### src/sv/rbsi_pkg.sv
// Shared types and constants for the ray versus box slab intersection core.
// Holds function and face codes, register indexes and the item word layouts.
// No dependencies; every other file but rbsi_div imports this package.
`timescale 1ns / 1ps
`default_nettype none

package rbsi_pkg;

    localparam int unsigned FRAC_W = 16;
    localparam int unsigned DEN_W  = 32;
    localparam int unsigned NUM_W  = DEN_W + FRAC_W;
    localparam int unsigned T_W    = NUM_W + 2;

    localparam logic signed [T_W-1:0] T_INF = {1'b0, {(T_W-1){1'b1}}};
    localparam logic [30:0] DIST_MAX = '1;
    localparam logic signed [T_W-1:0] T_DIST_MAX = T_W'(DIST_MAX);

    localparam logic [1:0] FUNC_CONTAIN = 2'd0;
    localparam logic [1:0] FUNC_ENTRY   = 2'd1;
    localparam logic [1:0] FUNC_EXIT    = 2'd2;

    localparam logic [2:0] FACE_NONE  = 3'd0;
    localparam logic [2:0] FACE_X_MIN = 3'd1;
    localparam logic [2:0] FACE_X_MAX = 3'd2;
    localparam logic [2:0] FACE_Y_MIN = 3'd3;
    localparam logic [2:0] FACE_Y_MAX = 3'd4;
    localparam logic [2:0] FACE_Z_MIN = 3'd5;
    localparam logic [2:0] FACE_Z_MAX = 3'd6;

    localparam logic [2:0] FACE_LO [3] = '{FACE_X_MIN, FACE_Y_MIN, FACE_Z_MIN};
    localparam logic [2:0] FACE_HI [3] = '{FACE_X_MAX, FACE_Y_MAX, FACE_Z_MAX};

    localparam logic [2:0] REG_X_MIN = 3'd0;
    localparam logic [2:0] REG_X_MAX = 3'd1;
    localparam logic [2:0] REG_Y_MIN = 3'd2;
    localparam logic [2:0] REG_Y_MAX = 3'd3;
    localparam logic [2:0] REG_Z_MIN = 3'd4;
    localparam logic [2:0] REG_Z_MAX = 3'd5;
    localparam logic [2:0] REG_PTOL  = 3'd6;
    localparam logic [2:0] REG_CTOL  = 3'd7;

    localparam int unsigned Q_DEPTH = 2;
    localparam int unsigned Q_PTR_W = 1;
    localparam int unsigned Q_CNT_W = 2;

    typedef struct packed {
        logic [2:0][31:0] lo;
        logic [2:0][31:0] hi;
        logic [15:0]      ptol;
        logic [15:0]      ctol;
    } cfg_t;

    typedef struct packed {
        logic       par;
        logic       out_tight;
        logic       out_c;
        logic [2:0] face;
        logic       near_neg;
        logic       far_neg;
    } axis_cls_t;

    typedef struct packed {
        logic [1:0]           func;
        logic                 in_box;
        logic                 contain;
        axis_cls_t [2:0]      ax;
    } item_cls_t;

    typedef struct packed {
        logic [31:0] near_mag;
        logic [31:0] far_mag;
        logic [31:0] dir_mag;
    } axis_ops_t;

    typedef struct packed {
        item_cls_t       cls;
        axis_ops_t [2:0] ops;
    } item_t;

    typedef struct packed {
        logic full;
        logic empty;
    } q_stat_t;

endpackage

`default_nettype wire

### src/sv/rbsi_queue.sv
// Short queue between the classifying front end and the arithmetic back end.
// Depends on rbsi_pkg; the back end drains one word per cycle.
`timescale 1ns / 1ps
`default_nettype none

module rbsi_queue (
    input  logic               clk,
    input  logic               rst_n,
    input  logic               in_valid,
    input  rbsi_pkg::item_t    in_item,
    output rbsi_pkg::q_stat_t  stat,
    output rbsi_pkg::item_t    out_item
);

    import rbsi_pkg::*;

    item_t               mem_reg [Q_DEPTH];
    logic [Q_PTR_W-1:0]  wr_ptr_reg;
    logic [Q_PTR_W-1:0]  rd_ptr_reg;
    logic [Q_CNT_W-1:0]  count_reg;
    logic [Q_CNT_W-1:0]  count_next;
    logic                push;
    logic                pop;

    assign stat.full  = (count_reg == Q_CNT_W'(Q_DEPTH));
    assign stat.empty = (count_reg == '0);
    assign push = in_valid && !stat.full;
    assign pop  = !stat.empty;

    always_comb
    begin
        count_next = count_reg + Q_CNT_W'(push) - Q_CNT_W'(pop);
    end

    always_ff @(posedge clk or negedge rst_n)
    begin
        if (!rst_n)
        begin
            wr_ptr_reg <= '0;
            rd_ptr_reg <= '0;
            count_reg  <= '0;
        end
        else
        begin
            if (push)
            begin
                wr_ptr_reg <= wr_ptr_reg + 1'b1;
            end
            if (pop)
            begin
                rd_ptr_reg <= rd_ptr_reg + 1'b1;
            end
            count_reg <= count_next;
        end
    end

    always_ff @(posedge clk)
    begin
        if (push)
        begin
            mem_reg[wr_ptr_reg] <= in_item;
        end
    end

    assign out_item = mem_reg[rd_ptr_reg];

endmodule

`default_nettype wire

### config.mk
export PLATFORM = sky130hd
export DESIGN_NAME = rbsi_queue
export DESIGN_NICKNAME = d
export VERILOG_FILES = /design/src/sv/rbsi_pkg.sv /design/src/sv/rbsi_queue.sv
export SDC_FILE = /design/constraint.sdc
export NUM_CORES = 1
export LEC_CHECK = 0
export BUFFER_PORTS_ARGS = -buffer_cell sky130_fd_sc_hd__clkbuf_2
export CAP_MARGIN = 15
export CORE_MARGIN = 4
export CORE_UTILIZATION = 40
export CTS_BUF_LIST = sky130_fd_sc_hd__clkbuf_2 sky130_fd_sc_hd__clkbuf_4 sky130_fd_sc_hd__clkbuf_8
export CTS_CLUSTER_SIZE = 30
export DETAILED_ROUTE_END_ITERATION = 10
export SLEW_MARGIN = 40
export SYNTH_ARGS = -nofsm -noshare
export SYNTH_HDL_FRONTEND = slang
export SYNTH_SLANG_ARGS = --single-unit
### constraint.sdc
create_clock -name clk -period 41.2 [get_ports clk]
set_clock_uncertainty 0.05 [all_clocks]
set_input_delay 8.24 -clock clk [delete_from_list [all_inputs] [get_ports clk]]
set_output_delay 8.24 -clock clk [all_outputs]
set_load 0.01 [all_outputs]
[After elaboration in Yosys (flattened, before gate mapping)]
Memory sizes are Yosys's and may differ from the RTL's.
Index checks and enable logic that the tools add are counted.
Storage, ports and cells
  register bits: 4
  memory bits (writable): 632
  bits of input ports: 319
  output and inout port bits: 318
  word-level logic and storage cells: 15
  memories kept: 1
Operators by class
  add/sub/neg operators: 4
  equal/unequal tests: 1
  mux-type cells: 2
  reductions and logical operators: 4
Memory list
  mem_reg: words 2, width 316, read ports 1, clocked after Yosys merged registers in 0, wr ports 1, RTL line rbsi_queue.sv:17  | item_t mem_reg [Q_DEPTH];
Operator list (count)
  adder 1 bit (second input constant): 2
  adder 2 x 1 -> 2 bit: 1
  equality test 2 bit (second input constant): 1
  zero test 1 bit: 2
  zero test 2 bit: 1
  two-way mux 1 bit: 2
  subtractor 2 x 1 -> 2 bit: 1
  logical AND 1 bit: 1

[Longest topological paths before layout]
  depth in word-level cells: 5
  gate-level depth with buffers: 4
  mapped depth without buffers: 3

[Worst setup path after synthesis]
OpenSTA, ideal clock, no wires.
  kind: input -> register
  start point: in in_valid
  end point: mem mem_reg[0][0] in the netlist's numbering, enable pin
  library setup time: 0.999 ns
  data arrival time: 21.396 ns
  required time: 40.151 ns
  path slack: 18.755 ns
  cell stages on the path: 2
  path buffers: 0
  cell sequence: nand2_1 > nor2_1
Between the ends
  cells in the longest elaborated chain, start to end: 3
RTL lines
  start, declared: RTL line rbsi_queue.sv:9  | input logic in_valid,
  logical AND 1 bit: RTL line rbsi_queue.sv:27  | assign push = in_valid && !stat.full;
  two-way mux 1 bit: RTL line rbsi_queue.sv:59  | if (push)
  two-way mux 1 bit (implied by the code): RTL line rbsi_queue.sv:61  | mem_reg[wr_ptr_reg] <= in_item;
  end, declared: RTL line rbsi_queue.sv:17
No other way between the ends.

==> results.toml <==
[worst_setup_path]
cp.arrival_ns = 3.76
cp-end-kind = "output pin"
critPathMaxFanout = 66
start_kind = "flip-flop"
rr_worst_depth = 6
critPathRequiredTime_ns = 32.91
r2r_end = "mem_reg[0][276]$_DFFE_PP_"
r2r_slack_ns = 38.10
reg2reg_from = "count_reg[1]$_DFF_PN0_"
path_class = "reg -> out"

[place]
finalWeightedCongestion = 0.848
pre_cts_slack_ns = 29.81
portBuffers = 636
dp_hpwl_mm = 40.2
placed_cell_area_um2 = 27500

[floorplan]
initial_core_util = 0.405
dieArea_um2 = 62600
die_w_um = 250
pin_count = 637
rows = 88
core-area_um2 = 57900
die_y_um = 250

[timing]
setup_violations = 0
max_slew_margin = 0.484
rsz0062_at_grt = "false"
fin_crit_sh = 0.292
worst_pin_slew_ns = 0.774
hold_viol_final = 0
clock.fmax_mhz = 83.0
postLayoutSetupSlackWorst_ns = 29.15
timing.setup.tns_ns = 0
post-route-min-period_ns = 12.05
slew_violations = 0

[logic_synthesis]
yosysWarnings = 0
syn_nets = 1316
synth-seq-cells = 636
ys_top_cells_by_area = "edfxtp_1, mux2_2, mux2_4"
mappedNetlistArea_um2 = 23500
synthDistinctLibCells = 14
syn_area_per_cell_um2 = 23.5
synth_top_cell_area_share = 0.809
synth_largest_area_cell = "edfxtp_1"
ys_seq_area_frac = 0.813
netlist_instances = 997

[clocking]
h-tree-depth = 3
cts.clk_slew.worst_paths_ns = 0.07
tritoncts = "yes"
cts_sinks = 636
cts_root_buf = "clkbuf_8"
holdBufCountCts = 0
worst_skew_pair.late_latency_ns = 0.67
cts_resized = 0
clk_path_buf_depth = 3
numCtsBuffers = 103
post_cts_buffers = 0

[hold_path]
hold_class = "reg -> reg"
min_path_cells = 1
hold_start = "count_reg[0]$_DFF_PN0_"
hold_path_end = "count_reg[1]$_DFF_PN0_"

[global_routing]
grt_pass1_wl_mm = 81.5
grt_antenna_before_repair = 8
grt_pass1_vias = 12900
grt_usage = 0.174
grt.overflow.total = 0
grt_max_degree = 79

[layout]
final_util = 0.510
drive_gt1_frac = 0.626
final_common_cell = "clkbuf_2"
final_area_um2 = 29500
layout_common_cells = "clkbuf_2, edfxtp_1, mux2_2"
fill_cells = 4859
area_delta_synth_final_pct = 25.9
num-nets-final = 2038
largest_register_ffs = 632

[detailed_routing]
drc = 0
routed-via-count = 12000
antenna_left = 0
routed_wl_mm = 56.3
drtIter0Drc = 760
routedWlPerCell_um = 21.9
first_pass_iters = 4
viasPerCell = 4.66

[outcome]
status = "completed"

[power]
finalPower_uw = 2020
irDropWorstVdd_mv = 0.0415
cellPowerDensity_nw_per_um2 = 68.5
leakage_uw = 0.0116

[flow_run]
drv_cap = 0
-- Yosys cell counts (all sizes together) --
cell type	instances
mux2	316
and3	1
nand2	1
and2	1
nand2b	2
inv	1
buf	35
xnor2	2
edfxtp	632
nor2	2
dfrtp	4
-- area by class of cell --
type	instances	area (µm²)	area share
Antenna cell	6	15.0	0.000509
Tap cell	765	957	0.0324
Sequential cell	636	19100	0.646
Inverter	1	3.75	0.000127
Clock buffer	146	1750	0.0594
Timing Repair Buffer	652	3400	0.115
Multi-Input combinational cell	325	4110	0.139
Clock inverter	39	198	0.00670
-- report_power, final --
group / internal (µW) / leakage, µW / total (µW) / switching (µW)
Combinational: 283 / 0.00459 / 620 / 337
Sequential: 858 / 0.00598 / 890 / 31.6
Clock: 279 / 0.00104 / 512 / 233
-- worst max path at each step --
| stage | start | endpoint | slack, ns | cells after the start |
|---|---|---|---|---|
| after floorplan | in_valid | mem_reg[0][0]$_DFFE_PP_ | 18.76 | 2 |
| after global placement | rd_ptr_reg$_DFFE_PN0P_ | out_item[305] | 29.30 | 4 |
| after detailed placement | rd_ptr_reg$_DFFE_PN0P_ | out_item[229] | 29.81 | 7 |
| after CTS | rd_ptr_reg$_DFFE_PN0P_ | out_item[229] | 29.04 | 7 |
| after global routing | rd_ptr_reg$_DFFE_PN0P_ | out_item[210] | 28.93 | 7 |
| final | rd_ptr_reg$_DFFE_PN0P_ | out_item[206] | 29.15 | 7 |
-- stage by stage --
stage | instances | hold WS, ns
after floorplan | 997 | 0.410
after global placement | 2375 | 0.435
after detailed placement | 2378 | 0.465
after CTS | 2563 | 0.455
after global routing | 2568 | 0.494
final | 2570 | 0.456
-- worst max-delay path, cell delays in order, from the launching register on --
cell and delay [ns]:
dfrtp_4 0.60, buf_12 0.25, buf_12 0.22, buf_6 0.56
buf_4 0.57, buf_12 0.30, mux2_4 0.33, clkbuf_2 0.13
-- cells by family after synthesis --
logic type                after synthesis  synth area share
DFF                                   636             0.813
muxes                                 316             0.173
buffers and inverters                  36            0.0117
and+or+nand+nor                         7           0.00155
xor gates and xnor gates                2          0.000747
-- per-layer routing --
layer,routed length [µm],vias up,part of all wire,global-route usage
li1,-,5470,-,-
met1,20300,5957,0.36,0.194
met2,29500,479,0.52,0.301
met3,5160,78,0.092,0.0684
met4,1380,4,0.024,0.0683
met5,18,-,0.00032,0
Power figures use the tool's default switching activity.
