==> src/sv/rbsi_pkg.sv <==
// Shared types and constants for the ray versus box slab intersection core.
// Holds function and face codes, register indexes and the item word layouts.
// No dependencies; every other file but rbsi_div imports this package.
`timescale 1ns / 1ps
`default_nettype none

package rbsi_pkg;

    localparam int unsigned FRAC_W = 16;
    localparam int unsigned DEN_W  = 32;
    localparam int unsigned NUM_W  = DEN_W + FRAC_W;
    localparam int unsigned T_W    = NUM_W + 2;

    localparam logic signed [T_W-1:0] T_INF = {1'b0, {(T_W-1){1'b1}}};
    localparam logic [30:0] DIST_MAX = '1;
    localparam logic signed [T_W-1:0] T_DIST_MAX = T_W'(DIST_MAX);

    localparam logic [1:0] FUNC_CONTAIN = 2'd0;
    localparam logic [1:0] FUNC_ENTRY   = 2'd1;
    localparam logic [1:0] FUNC_EXIT    = 2'd2;

    localparam logic [2:0] FACE_NONE  = 3'd0;
    localparam logic [2:0] FACE_X_MIN = 3'd1;
    localparam logic [2:0] FACE_X_MAX = 3'd2;
    localparam logic [2:0] FACE_Y_MIN = 3'd3;
    localparam logic [2:0] FACE_Y_MAX = 3'd4;
    localparam logic [2:0] FACE_Z_MIN = 3'd5;
    localparam logic [2:0] FACE_Z_MAX = 3'd6;

    localparam logic [2:0] FACE_LO [3] = '{FACE_X_MIN, FACE_Y_MIN, FACE_Z_MIN};
    localparam logic [2:0] FACE_HI [3] = '{FACE_X_MAX, FACE_Y_MAX, FACE_Z_MAX};

    localparam logic [2:0] REG_X_MIN = 3'd0;
    localparam logic [2:0] REG_X_MAX = 3'd1;
    localparam logic [2:0] REG_Y_MIN = 3'd2;
    localparam logic [2:0] REG_Y_MAX = 3'd3;
    localparam logic [2:0] REG_Z_MIN = 3'd4;
    localparam logic [2:0] REG_Z_MAX = 3'd5;
    localparam logic [2:0] REG_PTOL  = 3'd6;
    localparam logic [2:0] REG_CTOL  = 3'd7;

    localparam int unsigned Q_DEPTH = 2;
    localparam int unsigned Q_PTR_W = 1;
    localparam int unsigned Q_CNT_W = 2;

    typedef struct packed {
        logic [2:0][31:0] lo;
        logic [2:0][31:0] hi;
        logic [15:0]      ptol;
        logic [15:0]      ctol;
    } cfg_t;

    typedef struct packed {
        logic       par;
        logic       out_tight;
        logic       out_c;
        logic [2:0] face;
        logic       near_neg;
        logic       far_neg;
    } axis_cls_t;

    typedef struct packed {
        logic [1:0]           func;
        logic                 in_box;
        logic                 contain;
        axis_cls_t [2:0]      ax;
    } item_cls_t;

    typedef struct packed {
        logic [31:0] near_mag;
        logic [31:0] far_mag;
        logic [31:0] dir_mag;
    } axis_ops_t;

    typedef struct packed {
        item_cls_t       cls;
        axis_ops_t [2:0] ops;
    } item_t;

    typedef struct packed {
        logic full;
        logic empty;
    } q_stat_t;

endpackage

`default_nettype wire

==> src/sv/rbsi_front.sv <==
// Front end: accepts a ray, classifies every axis and forms divider operands.
// Depends on rbsi_pkg; feeds rbsi_queue.
`timescale 1ns / 1ps
`default_nettype none

module rbsi_front #(
    parameter int COORD_BITS = 32
) (
    input  logic                clk,
    input  logic                rst_n,
    input  logic                start,
    output logic                busy,
    input  logic [1:0]          func,
    input  logic signed [31:0]  origin_x,
    input  logic signed [31:0]  origin_y,
    input  logic signed [31:0]  origin_z,
    input  logic signed [31:0]  dir_x,
    input  logic signed [31:0]  dir_y,
    input  logic signed [31:0]  dir_z,
    input  rbsi_pkg::cfg_t      cfg,
    input  rbsi_pkg::q_stat_t   q_stat,
    output logic                item_valid,
    output rbsi_pkg::item_t     item
);

    import rbsi_pkg::*;

    localparam int CW = (COORD_BITS < 32) ? COORD_BITS : 32;
    localparam int SH = 32 - CW;

    function automatic logic signed [31:0] coord(input logic [31:0] v);
        logic [31:0] s;
        s = v << SH;
        return $signed(s) >>> SH;
    endfunction

    logic signed [31:0] o    [3];
    logic signed [31:0] d    [3];
    logic signed [31:0] lo   [3];
    logic signed [31:0] hi   [3];
    logic signed [32:0] n_lo [3];
    logic signed [32:0] n_hi [3];
    logic [2:0]         in_loose;
    logic [2:0]         out_tight;
    item_t              item_next;

    logic    valid_reg;
    item_t   item_reg;
    logic    accept;

    always_comb
    begin
        logic signed [32:0] o33;
        logic signed [32:0] lo33;
        logic signed [32:0] hi33;
        logic signed [32:0] d_abs;
        logic signed [32:0] near;
        logic signed [32:0] far;
        logic signed [32:0] near_n;
        logic signed [32:0] far_n;
        logic signed [32:0] ptol33;
        logic signed [32:0] ctol33;
        logic               neg;

        o[0]  = coord(origin_x);
        o[1]  = coord(origin_y);
        o[2]  = coord(origin_z);
        d[0]  = coord(dir_x);
        d[1]  = coord(dir_y);
        d[2]  = coord(dir_z);
        ptol33 = $signed({17'b0, cfg.ptol});
        ctol33 = $signed({17'b0, cfg.ctol});
        item_next = '0;
        item_next.cls.func = func;

        for (int i = 0; i < 3; i++)
        begin
            lo[i] = coord(cfg.lo[i]);
            hi[i] = coord(cfg.hi[i]);
            o33   = {o[i][31], o[i]};
            lo33  = {lo[i][31], lo[i]};
            hi33  = {hi[i][31], hi[i]};
            n_lo[i] = lo33 - o33;
            n_hi[i] = hi33 - o33;
            neg   = d[i][31];
            d_abs = neg ? -$signed({d[i][31], d[i]}) : $signed({d[i][31], d[i]});

            out_tight[i] = (o[i] < lo[i]) || (o[i] > hi[i]);
            in_loose[i]  = (o33 > lo33 - ptol33) && (o33 < hi33 + ptol33);

            // Swap the slab bounds for a negative direction so the near time
            // is always the entry and the far time the exit.
            near   = neg ? n_hi[i] : n_lo[i];
            far    = neg ? n_lo[i] : n_hi[i];
            near_n = -near;
            far_n  = -far;

            item_next.cls.ax[i].par       = (d[i] == 32'sd0) || (d_abs < ptol33);
            item_next.cls.ax[i].out_tight = out_tight[i];
            item_next.cls.ax[i].out_c     = (o33 < lo33 - ctol33) || (o33 > hi33 + ctol33);
            item_next.cls.ax[i].face      = neg ? FACE_LO[i] : FACE_HI[i];
            item_next.cls.ax[i].near_neg  = near[32] ^ neg;
            item_next.cls.ax[i].far_neg   = far[32] ^ neg;
            item_next.ops[i].near_mag     = near[32] ? near_n[31:0] : near[31:0];
            item_next.ops[i].far_mag      = far[32] ? far_n[31:0] : far[31:0];
            item_next.ops[i].dir_mag      = d_abs[31:0];
        end

        item_next.cls.in_box  = &in_loose;
        item_next.cls.contain = ~|out_tight;
    end

    assign busy   = valid_reg && q_stat.full;
    assign accept = start && !busy;

    always_ff @(posedge clk or negedge rst_n)
    begin
        if (!rst_n)
        begin
            valid_reg <= 1'b0;
        end
        else if (accept)
        begin
            valid_reg <= 1'b1;
        end
        else if (!q_stat.full)
        begin
            valid_reg <= 1'b0;
        end
    end

    always_ff @(posedge clk)
    begin
        if (accept)
        begin
            item_reg <= item_next;
        end
    end

    assign item_valid = valid_reg;
    assign item       = item_reg;

endmodule

`default_nettype wire

==> config.mk <==
export PLATFORM = sky130hd
export DESIGN_NAME = rbsi_front
export DESIGN_NICKNAME = d
export VERILOG_FILES = /design/src/sv/rbsi_pkg.sv /design/src/sv/rbsi_front.sv
export SDC_FILE = /design/constraint.sdc
export NUM_CORES = 2
export LEC_CHECK = 0
export ABC_CLOCK_PERIOD_IN_PS = 34100
export BUFFER_PORTS_ARGS = -buffer_cell sky130_fd_sc_hd__buf_2
export CAP_MARGIN = 20
export CORE_MARGIN = 2
export CORE_UTILIZATION = 55
export CTS_CLUSTER_DIAMETER = 100
export CTS_CLUSTER_SIZE = 12
export DETAILED_ROUTE_END_ITERATION = 8
export PLACE_DENSITY = 0.87
export SETUP_SLACK_MARGIN = 0.15
export SLEW_MARGIN = 10
export SYNTH_ARGS = -nofsm -noshare
export SYNTH_HDL_FRONTEND = slang
export SYNTH_SLANG_ARGS = --single-unit
export TNS_END_PERCENT = 30
==> constraint.sdc <==
create_clock -name clk -period 34.1 [get_ports clk]
set_input_delay 3.41 -clock clk [delete_from_list [all_inputs] [get_ports clk]]
set_output_delay 3.41 -clock clk [all_outputs]
set_load 0.1 [all_outputs]
Yosys cells after proc, flatten, opt, wreduce, memory -nomap -nowiden
Index checks and enable logic that the tools add are counted.
- multiplexer cells: 20
- $add $sub $neg: 27
- reduce and logical (&&, ||, !) cells: 21
- order comparisons: 21
- equal/unequal tests: 1
- bitwise gates (word level): 6
- operators with widths (operator ; count):
    $mux W33 ; 9
    $add A32 B17 Y33 ; 6
    $gt A32 B33 Y1 ; 6
    $lt A32 B33 Y1 ; 6
    $sub A32 B17 Y33 ; 6
    $sub A32 B32 Y33 ; 6
    $mux W32 ; 6
    $neg A32 Y32 ; 6
    $lt A33 B17 Y1 ; 3
    $neg A32 Y33 ; 3
    $gt A32 B32 Y1 ; 3
    $logic_not A32 Y1 ; 3
    $lt A32 B32 Y1 ; 3
    $logic_or A1 B1 Y1 ; 9
    $xor A1 B1 Y1 ; 6
    $logic_and A1 B1 Y1 ; 5
    $mux W2 ; 2
    $mux W3 ; 1
    $reduce_and A3 Y1 ; 1
    $reduce_or A3 Y1 ; 1
    $logic_not A1 Y1 ; 2
    $mux W1 ; 2
    $ne A2 B1 Y1 const B ; 1
- output and inout port bits: 318
- word-level logic and storage cells: 127
- register bits after elaboration: 317
- input port bits: 423

Depth between registers and ports, before layout
- depth after elaboration: 4
- mapped depth: 29
- gate-level depth less buffers: 29

Worst setup path after synthesis
Ideal clock, no wire load.
- kind: input -> register
- from: input q_stat[1] in the netlist's numbering
- to: register item_reg, in the netlist item[0] (enable)
- stages: 2
- arrival time: 17.694 ns
- path slack: 15.383 ns
- required time: 33.077 ns
- setup time: 1.023 ns
- buffers on the path: 0
- cells stage by stage: and2_1 -> nor2b_1
- cells in the longest elaborated chain, start to end: 3
- RTL lines (what ; RTL line ; source):
    start: declaration ; rbsi_front.sv:21 ; input rbsi_pkg::q_stat_t q_stat,
    $logic_and A1 B1 Y1 ; rbsi_front.sv:113 ; assign busy = valid_reg && q_stat.full;
    $logic_not A1 Y1 ; rbsi_front.sv:114 ; assign accept = start && !busy;
    $logic_and A1 B1 Y1 ; rbsi_front.sv:114 ;
    named net accept ; rbsi_front.sv:49 ; logic accept;
    end signal: assignment ; rbsi_front.sv:136 ; item_reg <= item_next;
    end: declaration ; rbsi_front.sv:48 ; item_t item_reg;
The timed path passes the listed nets, and every way through them passes these cells.
A chain may end at the register's enable or synchronous reset.

==> qor.csv <==
stage;metric;value;unit
run_status;status;finished clean;
routing;vias_per_cell;6.48;
sta;worst_clock_skew;0.0160;ns
logic_synthesis;yosys_warnings;0;
sta;timing.final.crit_period;9.92;ns
clocking;cts_tree;yes;
critical_path;crit_path_end_kind;register;
global_route;grt_pass1_vias;48500;
routing;drc_errors;0;
power;switchingPower;1.20;mW
routing;drtPass1Iterations;6;
critical_path;rrSetupSlack;29.03;ns
power;peakVddDrop;0.0615;mV
logic_synthesis;yosysTopAreaCellShare;20.6;%
clocking;root_buffer;clkbuf_16;
clocking;htreeDepth;2;
clocking;cts_resized;0;
logic_synthesis;synthAdderAreaFrac;21.3;%
power;combinationalPowerShare;62.4;%
routing;ant_nets;0;
finish;final_cell_mix;830 x ha_1, 736 x buf_2, 469 x nand2_1;
logic_synthesis;synth_top_area_cell;ha_1;
sta;rsz0062_at_grt;no;
logic_synthesis;synthSimpleGateAreaFrac;18.7;%
power;power_per_cell_area;41.0;mW/mm²
placed_design;place_worst_setup_slack;23.75;ns
logic_synthesis;syn_area;0.0505;mm²
logic_synthesis;synth_cell_type_count;95;
floorplan;io_pins;741;
routing;drtIter0Drc;5634;
sta;slew_viol_final;0;
logic_synthesis;yosysSeqAreaShare;18.7;%
floorplan;fp.coreArea;0.0914;mm²
logic_synthesis;avgSynthCellArea;8.22;µm²
sta;timing.final.hold_violations;0;
critical_path;crit_fanout;10;
sta;fin_crit_sh;29.1;%
global_route;grt_usage;41.0;%
floorplan;start_util;55.3;%
routing;wl_per_cell;25.1;µm
logic_synthesis;yosys-top-cells-area;ha_1 21%, edfxtp_1 19%, xnor2_1 7.5%;
power;p_seq_share;22.5;%
finish;largest_register_ff_count;313;
clocking;clkTransAtPathRegs;0.06;ns
critical_path;cp.arrival;10.29;ns
logic_synthesis;synth_top_family_by_area;compound AO/OA/AOI/OAI gates;
finish;final_common_cell;ha_1;
critical_path;critPathKind;primary input to register;
logic_synthesis;synth-xor-area-share;13.1;%
floorplan;die_h;307;µm
sta;fin_tns_setup;0;ns
logic_synthesis;synth-main-ff-cell;edfxtp_1;
clocking;clk_latency;0.58;ns
placed_design;gp_congestion;1.04;
power;cell_internal_pwr;1.12;mW
logic_synthesis;synth_edf_count;313;
critical_path;critical-path-max-stage-delay;0.79;ns
logic_synthesis;synth.area.mux_share;2.58;%
clocking;cts-buffers-inserted;34;
clocking;cts_max_path_buffers;3;
finish;final_nets;8053;
finish;fill_cells;8164;
routing;vias;52100;
finish;layout-drive-gt1-share;13.3;%
critical_path;critPathTopFamily;compound AO/OA/AOI/OAI gates;
clocking;cts_sinks;314;
critical_path;critical_path_buf_inv_count;3;
placed_design;io_buffer_count;737;
critical_path;cpMaxStageDelayCell;o22ai_1;
logic_synthesis;synth_compound_gate_area_share;22.1;%
sta;tightest_slew;1.10;ns
sta;setup_violations;0;
floorplan;rows;111;
power;power_frac_clock;15.0;%
global_route;grt_pass1_wl;294;mm
routing;wl;202;mm
clocking;holdBufCountCts;0;
min_path;hp-class;register to register;
floorplan;die_area;0.0943;mm²
placed_design;dp_hpwl;168;mm
clocking;post_cts_buffers;0;
power;swShare;51.7;%
logic_synthesis;syn_nets;7411;
global_route;grt_start_max_net_pins;74;
critical_path;crit_path_start_kind;primary input;
global_route;antenna_found_initial;90;
sta;setup_ws;24.18;ns
global_route;grt-ovfl-total;0;
sta;maxSlewHeadroom;25.7;%
logic_synthesis;netlist_instances;6140;
critical_path;required;34.47;ns
sta;max_freq;101;MHz
critical_path;crit_top_cell;a21oi_1;
logic_synthesis;ys_ff_latch;314;
floorplan;fp.dieW;307;µm
logic_synthesis;synth-async-reset-ratio;0.318;%
finish;area_growth_syn_to_layout;11.8;%
job;cap_violations;0;
power;p_leak;25.3;nW
-- power by group through the flow --
stage	logic, mW	registers, mW	clock network (mW)
2_1_floorplan	0.708	0.883	0
3_5_place_dp	1.41	0.527	0
6_report	1.44	0.521	0.348
4_1_cts	1.42	0.520	0.349
5_1_grt	1.54	0.524	0.361
3_3_place_gp	1.38	0.526	0
-- per-stage QoR --
step | cells | power [mW] | area (µm²) | utilization [%] | hold WS, ns
global route | 8026 | 2.42 | 56400 | 61.7 | 0.752
floorplan | 6140 | 1.59 | 50500 | - | 1.85
finish | 8047 | 2.31 | 56400 | 61.8 | 0.721
global placement | 7926 | 1.91 | 55300 | 60.5 | 0.682
detailed placement | 7930 | 1.93 | 55300 | 60.5 | 0.700
CTS | 7978 | 2.28 | 56300 | 61.6 | 0.716
-- layout make-up --
type                       count  area (µm²)  share of cell area [%]
tap                         1186        1480                    2.63
sequential                   314        9420                    16.7
timing repair buffer         770        3940                    6.99
multi-input combinational   5353       39300                    69.6
antenna                       67         168                   0.297
clock inverter                 7        75.1                   0.133
inverter                     309        1160                    2.06
clock buffer                  41         877                    1.55
-- cell families after synthesis --
group	Yosys count
AOI/OAI and AO/OA	1713
xor gates and xnor gates	755
other	2
adders and majority gates	848
and+or+nand+nor	1908
buffers and inverters	473
muxes	127
DFF	314
-- cell usage after synthesis (69+ instances only) --
| cell | instances |
|---|---|
| nand3_1 | 192 |
| o31ai_1 | 69 |
| nand2b_1 | 101 |
| a21o_1 | 250 |
| nor2_1 | 424 |
| nor3_1 | 137 |
| clkbuf_1 | 138 |
| nand4_1 | 131 |
| edfxtp_1 | 313 |
| a21oi_1 | 466 |
| xnor2_1 | 432 |
| nor2b_1 | 125 |
| o21ai_0 | 356 |
| o21a_1 | 84 |
| mux2i_1 | 103 |
| ha_1 | 830 |
| inv_1 | 307 |
| xor2_1 | 323 |
| nand2_1 | 469 |
-- worst paths after layout --
kind                                         from                endpoint  cells past startpoint
max                                       cfg[17]     item[313]$_DFFE_PP_                     25
min                        item_valid$_DFFE_PN0P_  item_valid$_DFFE_PN0P_                      2
max reg2reg                item_valid$_DFFE_PN0P_     item[250]$_DFFE_PP_                      7
min reg2reg                item_valid$_DFFE_PN0P_  item_valid$_DFFE_PN0P_                      2
max in group asynchronous                   rst_n  item_valid$_DFFE_PN0P_                      1
min in group asynchronous                   rst_n  item_valid$_DFFE_PN0P_                      1
-- metal layers --
layer  vias up  track usage, %  part of all wire, %
met5         -               0                 0.12
met2      2935            65.0                   44
met4        42            30.1                  8.4
met3       747            9.75                   10
met1     24300            48.5                   38
li1      24100               -                    -
-- worst min-delay path, stage by stage (launching register included) --
cell and delay, ns:
dfrtp_1 0.33, and2_1 0.22, or2_2 0.14
Power figures use the tool's default switching activity.
